### src/design/tcw_pkg.sv
// Package for the text console writer: screen geometry, codes and the command type.
`default_nettype none
package tcw_pkg;

  localparam int ROWS  = 25;
  localparam int COLS  = 80;
  localparam int CELLS = ROWS * COLS;

  localparam int CELL_W = 11;
  localparam int ADDR_W = $clog2(CELLS);
  localparam int COL_W  = $clog2(COLS);

  localparam int QUEUE_DEPTH = 2;

  localparam logic [CELL_W-1:0] LAST_CELL      = CELL_W'(CELLS - 1);
  localparam logic [CELL_W-1:0] LAST_ROW_START = CELL_W'(CELLS - COLS);
  localparam logic [CELL_W-1:0] END_CELL       = CELL_W'(CELLS);
  localparam logic [CELL_W-1:0] COLS_CELL      = CELL_W'(COLS);
  localparam logic [COL_W-1:0]  LAST_COL       = COL_W'(COLS - 1);

  localparam logic [7:0] CHAR_SPACE   = 8'h20;
  localparam logic [7:0] CHAR_NEWLINE = 8'h0A;
  localparam logic [7:0] CHAR_BLANK   = 8'h08;
  localparam logic [7:0] ATTR_RESET   = 8'h0F;

  localparam logic [1:0] KIND_PUT   = 2'd0;
  localparam logic [1:0] KIND_BACK  = 2'd1;
  localparam logic [1:0] KIND_CLEAR = 2'd2;
  localparam logic [1:0] KIND_READ  = 2'd3;

  typedef enum logic [2:0] {
    OP_PUT,
    OP_NEWLINE,
    OP_BLANK,
    OP_BACK,
    OP_CLEAR,
    OP_READ,
    OP_NOP
  } tcw_op_e;

  typedef struct packed {
    tcw_op_e           op;
    logic [7:0]        ch;
    logic [CELL_W-1:0] addr;
  } tcw_cmd_t;

endpackage
`default_nettype wire

### src/design/tcw_fifo.sv
// Short command queue between the front end and the execution unit.
`default_nettype none
module tcw_fifo
  import tcw_pkg::*;
#(
  parameter int DEPTH = QUEUE_DEPTH
) (
  input  logic     clk_i,
  input  logic     rst_ni,
  input  logic     push_valid_i,
  output logic     push_ready_o,
  input  tcw_cmd_t push_cmd_i,
  output logic     pop_valid_o,
  input  logic     pop_ready_i,
  output tcw_cmd_t pop_cmd_o
);

  localparam int PTR_W = (DEPTH > 1) ? $clog2(DEPTH) : 1;
  localparam int CNT_W = $clog2(DEPTH + 1);
  localparam logic [PTR_W-1:0] LAST_PTR = PTR_W'(DEPTH - 1);
  localparam logic [CNT_W-1:0] FULL_CNT = CNT_W'(DEPTH);

  tcw_cmd_t         slots_q [DEPTH];
  logic [PTR_W-1:0] wr_ptr_q, wr_ptr_d;
  logic [PTR_W-1:0] rd_ptr_q, rd_ptr_d;
  logic [CNT_W-1:0] count_q, count_d;
  logic             push, pop;

  assign push_ready_o = (count_q != FULL_CNT);
  assign pop_valid_o  = (count_q != '0);
  assign pop_cmd_o    = slots_q[rd_ptr_q];
  assign push         = push_valid_i && push_ready_o;
  assign pop          = pop_valid_o && pop_ready_i;

  always_comb begin
    wr_ptr_d = wr_ptr_q;
    rd_ptr_d = rd_ptr_q;
    count_d  = count_q;
    if (push) begin
      wr_ptr_d = (wr_ptr_q == LAST_PTR) ? '0 : wr_ptr_q + 1'b1;
    end
    if (pop) begin
      rd_ptr_d = (rd_ptr_q == LAST_PTR) ? '0 : rd_ptr_q + 1'b1;
    end
    if (push && !pop) begin
      count_d = count_q + 1'b1;
    end else if (pop && !push) begin
      count_d = count_q - 1'b1;
    end
  end

  always_ff @(posedge clk_i or negedge rst_ni) begin
    if (!rst_ni) begin
      wr_ptr_q <= '0;
      rd_ptr_q <= '0;
      count_q  <= '0;
    end else begin
      wr_ptr_q <= wr_ptr_d;
      rd_ptr_q <= rd_ptr_d;
      count_q  <= count_d;
    end
  end

  always_ff @(posedge clk_i) begin
    if (push) begin
      slots_q[wr_ptr_q] <= push_cmd_i;
    end
  end

endmodule
`default_nettype wire

### config.mk
export PLATFORM = sky130hd
export DESIGN_NAME = tcw_fifo
export DESIGN_NICKNAME = d
export VERILOG_FILES = /design/src/design/tcw_pkg.sv /design/src/design/tcw_fifo.sv
export SDC_FILE = /design/constraint.sdc
export NUM_CORES = 1
export LEC_CHECK = 0
export ABC_CLOCK_PERIOD_IN_PS = 2300
export BUFFER_PORTS_ARGS = -buffer_cell sky130_fd_sc_hd__buf_2
export CAP_MARGIN = 20
export CORE_UTILIZATION = 50
export CTS_CLUSTER_SIZE = 16
export DETAILED_ROUTE_END_ITERATION = 10
export PLACE_DENSITY = 0.76
export SLEW_MARGIN = 20
export SYNTH_ARGS = -nofsm -noshare
export SYNTH_HDL_FRONTEND = slang
export SYNTH_SLANG_ARGS = --single-unit
### constraint.sdc
create_clock -name clk_i -period 2.3 [get_ports clk_i]
set_input_delay 0.345 -clock clk_i [delete_from_list [all_inputs] [get_ports clk_i]]
set_output_delay 0.345 -clock clk_i [all_outputs]
set_load 0.02 [all_outputs]
After elaboration in Yosys (flattened, before gate mapping) --
Memory sizes are Yosys's and may differ from the RTL's. Cells that the tools add are included. Widths: inputs -> output; s select.
Cells by class: add/subtract/negate cells 4, equal/unequal tests 1, multiplexer cells 6, reductions and logical operators 8
Operators with widths (number):
- $logic_and 1x1->1 | 4
- $mux 1 | 4
- $mux 2 | 2
- $reduce_bool 2->1 | 2
- $add 1x1->1 const B | 2
- $add 2x1->2 const B | 1
- $logic_not 1->1 | 2
- $ne 2x2->1 const B | 1
- $sub 2x1->2 const B | 1
Storage, ports and cells: flip-flop bits (word level) 4, RAM bits 44, output and inout bits 24, word-level logic and storage cells 23, memories 1
Memories:
- slots_q | words 2, bits a word 22, read ports 1, clocked after memory_dff 0, write ports 1, line tcw_fifo.sv:23 | tcw_cmd_t slots_q [DEPTH];

Depth between registers and ports, before layout --
Gate-level depths: netlist (run 1).
depth after elaboration 6, depth in mapped cells 7

Worst setup path after synthesis (run 1) --
No wires, ideal clock.
kind register to register, from register count_q[0], to memory slots_q[0][0] in the netlist's numbering, enable pin, setup time 401 ps, arrival time 1741 ps, data required time 1899 ps, setup slack 158 ps, stages on the path, launching flop included 4, path buffers 0, clock period less this slack 2142 ps, cell sequence dfrtp_1 -> nand2b_1 -> nand2_1 -> nor2_1
Between the ends: longest elaborated chain between the ends 4
RTL lines:
- from (decl) | line tcw_fifo.sv:26 | logic [CNT_W-1:0] count_q, count_d;
- from (signal assigned) | line tcw_fifo.sv:60 | count_q <= count_d;
- $ne 2x2->1 | line tcw_fifo.sv:29 | assign push_ready_o = (count_q != FULL_CNT);
- via push_ready_o | line tcw_fifo.sv:11 | output logic push_ready_o,
- $logic_and 1x1->1 | line tcw_fifo.sv:32 | assign push = push_valid_i && push_ready_o;
- $mux 1 | line tcw_fifo.sv:65 | if (push) begin
- $mux 1 (implied by the code) | line tcw_fifo.sv:66 | slots_q[wr_ptr_q] <= push_cmd_i;
- to (decl) | line tcw_fifo.sv:23
The timed path passes the listed nets, and every way through them passes these cells.

==> qor.yml, run 1 <==
hold_path_depth: 1
initialDrtViolationCount: 30
clk_path_buf_depth: 2
syn_area_um2: 1790
rsz0062_at_grt: "false"
final_hold_viol_count: 0
p_per_area_nw_per_um2: 1280
fmaxAchievable_mhz: 469
status: "finished, final reports clean"
yosysWarnings: 0
cap_violations: 0
finalPower_mw: 2.84
fin_crit_ns: 2.13
holdBufCountCts: 1
grt_max_degree: 15
required_ns: 1.96
end_kind: "primary output"
path_max_fanout: 13
clock-skew-final_ns: 0.0207
layout.nets: 171
drv_slew: 0
arrival_ns: 1.79
diodes: 0
drtAntennaViolNets: 0
die_w_um: 61.8
dp_hpwl_um: 2000
cts_sinks: 48
rows: 21
grt_pass1_vias: 917
post_route_cells_drive_above_1_share_pct: 56.6
start_kind: "flop"
ys_types: 14
htreeDepth: 2
power.leakage_nw: 0.853
mostFrequentLayoutCells: "buf_2, edfxtp_1, mux2_2"
ctsResizeCount: 0
relSlewSlack_pct: 61.4
via_count: 928
tns_ns: 0
fin_crit_sh_pct: 92.7
multi_input_area_um2: 343
initial_core_util_pct: 52.8
slowest_delay_ns: 0.72
vdd_drop_max_uv: 835
nFillCells: 255
synth_seq_cells: 48
ctsRootBufferMaster: "clkbuf_4"
crit_cells: 3
tightestPinTransition_ns: 0.579
path_cells: "buf_12, mux2_2, buf_2"
synth_cells: 86
core_um2: 3390
die_h_um: 61.8
crit_type: "reg2out"
slowest_stage: "dfrtp_1"
wl_per_cell_um: 15.2
setup_viol: 0
synth_nets: 113
globalRoute.totalOverflow: 0
drt_wl_total_um: 2900
rr_worst_depth: 4
crit_buf_inv: 2
grt_use_total_pct: 16.4
hold_path.class: "in2reg"
ys_seq_area_share_pct: 79.5
pin_count: 50
port_buffers: 49
cts.clk_slew.worst_paths_ns: 0.14
cts_setup_buffers: 0
area_growth_pct: 23.9
vias_per_cell: 4.86
grt_pass1_wl_um: 4130
regArea_um2: 1420
drtPass1Iterations: 4
cts_tree: "done"
die_area_um2: 3820
clk_latency_ns: 0.36
mostFrequentLayoutCell: "buf_2"
gp_congestion: 0.625
avgSynthCellArea_um2: 20.8
numCtsBuffers: 5
path_delay_family: "flip-flops"
antenna_found_initial: 0
drc: 0
==> stage by stage <==
| stage | setup WS, ns | util, % | hold WS [ns] | cells | area, um^2 |
|---|---|---|---|---|---|
| detailed placement | 0.510 | 62.9 | 0.161 | 182 | 2130 |
| global route | 0.0572 | 65.4 | 0.147 | 191 | 2220 |
| CTS | 0.116 | 65.4 | 0.153 | 191 | 2220 |
| finish | 0.167 | 65.4 | 0.156 | 191 | 2220 |
| floorplan | 0.158 | - | 0.0494 | 86 | 1790 |
| global placement | 0.559 | 62.9 | 0.158 | 182 | 2130 |
==> state kept, by name, summed over array words and instances (netlist names) <==
register  cells
wr_ptr_q      1
rd_ptr_q      1
slots_q      44
count_q       2
==> power breakdown <==
group / switching (mW) / internal [mW]
registers: 0.114 / 1.20
logic: 0.574 / 0.469
clock network: 0.250 / 0.231
total: 0.938 / 1.90
==> worst paths after layout <==
kind | endpoint | slack, ns | from
worst max-delay path | pop_cmd_o[19] | 0.17 | rd_ptr_q$_DFFE_PN0P_
worst min-delay path | slots_q[0][21]$_DFFE_PP_ | 0.16 | push_cmd_i[21]
worst max register to register | slots_q[0][6]$_DFFE_PP_ | 0.61 | count_q[0]$_DFFE_PN0P_
worst min register to register | count_q[1]$_DFFE_PN0P_ | 0.51 | count_q[1]$_DFFE_PN0P_
max in group asynchronous | count_q[0]$_DFFE_PN0P_ | 1.86 | rst_ni
min in group asynchronous | wr_ptr_q$_DFFE_PN0P_ | 0.32 | rst_ni
==> final cells by class <==
class	instances	share of cell area, %
clock inverters	1	1.36
repair buffers	53	14.2
well taps	46	2.60
flip-flops and latches	48	64.1
inverters	1	0.169
clock buffers	7	2.03
multi-input cells	35	15.5
==> routing by layer <==
metal  share of wire [%]  GRT usage, %  vias up
li1                    -             -      444
met1                  40          18.1      435
met2                  52          28.6       44
met3                 6.5          4.97        5
met4                 1.6          8.57        0
met5                   0             0        -
==> kinds of logic after synthesis <==
| family | after synthesis | synth area share (%) |
|---|---|---|
| flip-flops | 48 | 79.5 |
| XOR/XNOR | 5 | 2.45 |
| AND/OR/NAND/NOR | 7 | 2.03 |
| buffers and inverters | 3 | 1.47 |
| multiplexers | 22 | 13.9 |
| adder cells (fa/ha/maj) | 1 | 0.700 |
==> cell usage after synthesis <==
cell type,n,share of area [%]
nand2b_1,1,0.35
ha_1,1,0.70
xor2_1,2,0.98
nor2_1,2,0.42
nand2_1,1,0.21
edfxtp_1,44,74
inv_1,1,0.21
mux2_2,22,14
or2_1,1,0.35
buf_6,2,1.3
and3_1,1,0.35
nand2_2,1,0.35
xnor2_1,3,1.5
dfrtp_1,4,5.6
Power figures use the tool's default switching activity.
==> inputs of run 2 (changes only) <==
--- a/config.mk
+++ b/config.mk
@@ -5,13 +5,13 @@
 export SDC_FILE = /design/constraint.sdc
 export NUM_CORES = 1
 export LEC_CHECK = 0
-export ABC_CLOCK_PERIOD_IN_PS = 2300
+export ABC_CLOCK_PERIOD_IN_PS = 2550
 export BUFFER_PORTS_ARGS = -buffer_cell sky130_fd_sc_hd__buf_2
 export CAP_MARGIN = 20
-export CORE_UTILIZATION = 50
+export CORE_UTILIZATION = 54
 export CTS_CLUSTER_SIZE = 16
 export DETAILED_ROUTE_END_ITERATION = 10
-export PLACE_DENSITY = 0.76
+export PLACE_DENSITY = 0.81
 export SLEW_MARGIN = 20
 export SYNTH_ARGS = -nofsm -noshare
 export SYNTH_HDL_FRONTEND = slang
==> constraint.sdc (replaced) <==
create_clock -name clk_i -period 2.55 [get_ports clk_i]
set_input_delay 0.3825 -clock clk_i [delete_from_list [all_inputs] [get_ports clk_i]]
set_output_delay 0.3825 -clock clk_i [all_outputs]
set_load 0.02 [all_outputs]
==> qor.yml, run 2 (same netlist as run 1, synthesis figures left out) <==
p_per_area_nw_per_um2: 1100  # -14%
ctsRootBufferMaster: "clkbuf_4"
initial_core_util_pct: 57.6  # +4.9 points
fin_crit_ns: 2.14
mostFrequentLayoutCells: "buf_2, edfxtp_1, mux2_2"
cts_sinks: 48  # unchanged
rr_worst_depth: 4  # unchanged
slowest_delay_ns: 0.57  # -0.15 ns
path_delay_family: "flip-flops"
min_from: "push_cmd_i[1]"
antenna_found_initial: 0  # unchanged
die_area_um2: 3550  # -7.2%
required_ns: 2.17  # +0.21 ns
post_route_cells_drive_above_1_share_pct: 55.9  # -0.69 points
drtPass1Iterations: 4  # unchanged
drt_wl_total_um: 2460  # -15%
tns_ns: 0  # unchanged
crit_buf_inv: 2  # unchanged
die_w_um: 59.5  # -3.7%
die_h_um: 59.5  # -3.7%
numCtsBuffers: 5  # unchanged
area_growth_pct: 20.9
crit-reg2reg-launch: "count_q[0]$_DFFE_PN0P_"
clk_latency_ns: 0.34  # -0.02 ns
grt_max_degree: 23  # +8
rsz0062_at_grt: "false"
start_kind: "flop"
rows: 20  # -4.8%
core_um2: 3100  # -8.5%
arrival_ns: 1.76  # -0.03 ns
crit_type: "reg2out"
tightestPinTransition_ns: 0.514  # -0.0644 ns
clock-skew-final_ns: 0.00843  # -0.0122 ns
gp_congestion: 0.672  # +7.5%
via_count: 919  # -0.97%
htreeDepth: 2  # unchanged
vias_per_cell: 4.86  # about the same
slowest_stage: "dfrtp_1"
globalRoute.totalOverflow: 0  # unchanged
power.leakage_nw: 0.833  # -2.5%
hold_end: "slots_q[1][1]$_DFFE_PP_"
finalPower_mw: 2.38  # -16%
cap_violations: 0  # unchanged
initialDrtViolationCount: 20  # -33%
largest_reg_flops: 44  # unchanged
status: "finished, final reports clean"
relSlewSlack_pct: 65.7  # +4.3 points
vdd_drop_max_uv: 605  # -28%
grt_use_total_pct: 15.5  # -0.94 points
hold_path.class: "in2reg"
drtAntennaViolNets: 0  # unchanged
fmaxAchievable_mhz: 466
grt_pass1_vias: 837  # -8.7%
cts_tree: "done"
drc: 0  # unchanged
grt_pass1_wl_um: 3690  # -11%
final_hold_viol_count: 0  # unchanged
mostFrequentLayoutCell: "buf_2"
layout.nets: 171  # unchanged
r2r_slack_ns: 0.96  # +0.35 ns
top_regs: "slots_q x44, count_q x2"
ctsResizeCount: 0  # unchanged
pin_count: 50  # unchanged
fin_crit_sh_pct: 84.1
regMostFlops: "slots_q"
diodes: 0  # unchanged
drv_slew: 0  # unchanged
path_cells: "buf_4, mux2_2, buf_2"
setup_viol: 0  # unchanged
end_kind: "primary output"
dp_hpwl_um: 1680  # -16%
wl_per_cell_um: 13.0  # -14%
port_buffers: 49  # unchanged
clk_path_buf_depth: 2  # unchanged
timing.rr.end: "slots_q[0][19]$_DFFE_PP_"
path_max_fanout: 15  # +2
hold_path_depth: 1  # unchanged
cts.clk_slew.worst_paths_ns: 0.12  # -0.02 ns
## run 2: cell types whose count changed in the layout (fill, tap and decap cells not counted)
cell | before | now
buf_12 | 3 | 1
buf_4 | 0 | 2
bufinv_16 | 1 | 0
clkbuf_1 | 2 | 3
## run 2: cell type report
| class | count | area (um^2) |
|---|---|---|
| multi-input cells | 35 | 343 |
| well taps | 44 | 55.1 |
| repair buffers | 53 | 290 |
| clock buffers | 8 | 48.8 |
| flip-flops and latches | 48 | 1420 |
| inverters | 1 | 3.75 |
| fillers | 238 | 941 |
## run 2: routing by layer
layer	global-route usage, %	vias to the layer above	wire [um]
met3	8.30	4	245
met1	19.3	430	1080
li1	-	445	-
met5	0	-	0
met4	3.99	0	23
met2	23.8	40	1120
## run 2: worst reg2reg max path, stage by stage (launching register included)
cell and delay [ns]:
dfrtp_1 0.41, nand2b_1 0.15, nand2_1 0.11, nor2_2 0.42, buf_12 0.22
## run 2: worst max-delay path by stage
stage	from	end	slack [ns]	cells past startpoint
6_report	rd_ptr_q$_DFFE_PN0P_	pop_cmd_o[21]	0.41	3
5_1_grt	rd_ptr_q$_DFFE_PN0P_	pop_cmd_o[16]	0.29	3
4_1_cts	rd_ptr_q$_DFFE_PN0P_	pop_cmd_o[19]	0.36	3
3_5_place_dp	rd_ptr_q$_DFFE_PN0P_	pop_cmd_o[19]	0.77	3
3_3_place_gp	rd_ptr_q$_DFFE_PN0P_	pop_cmd_o[19]	0.81	3
2_1_floorplan	count_q[0]$_DFFE_PN0P_	slots_q[0][0]$_DFFE_PP_	0.41	3
## run 2: power breakdown
group          total, mW  leakage, nW  switching [mW]  internal (mW)
clock              0.317       0.0265           0.207          0.110
combinational      0.905        0.351           0.516          0.389
sequential          1.16        0.455          0.0771           1.08
## run 2: metrics by stage
step | hold slack, ns | area, um^2 | utilization [%] | worst slack [ns] | cells
2_1_floorplan | 0.0869 | 1790 | - | 0.408 | 86
3_3_place_gp | 0.197 | 2100 | 67.8 | 0.806 | 180
3_5_place_dp | 0.198 | 2100 | 67.8 | 0.772 | 180
4_1_cts | 0.196 | 2160 | 69.7 | 0.360 | 189
5_1_grt | 0.179 | 2160 | 69.7 | 0.293 | 189
6_report | 0.216 | 2160 | 69.7 | 0.405 | 189
## run 2: what timing repair did
action | CTS | global route
hold buffers | 1 | 0
endpoints found under the hold margin | 4 | 0
setup endpoints to repair | 0 | 0
setup buffers | 0 | 0
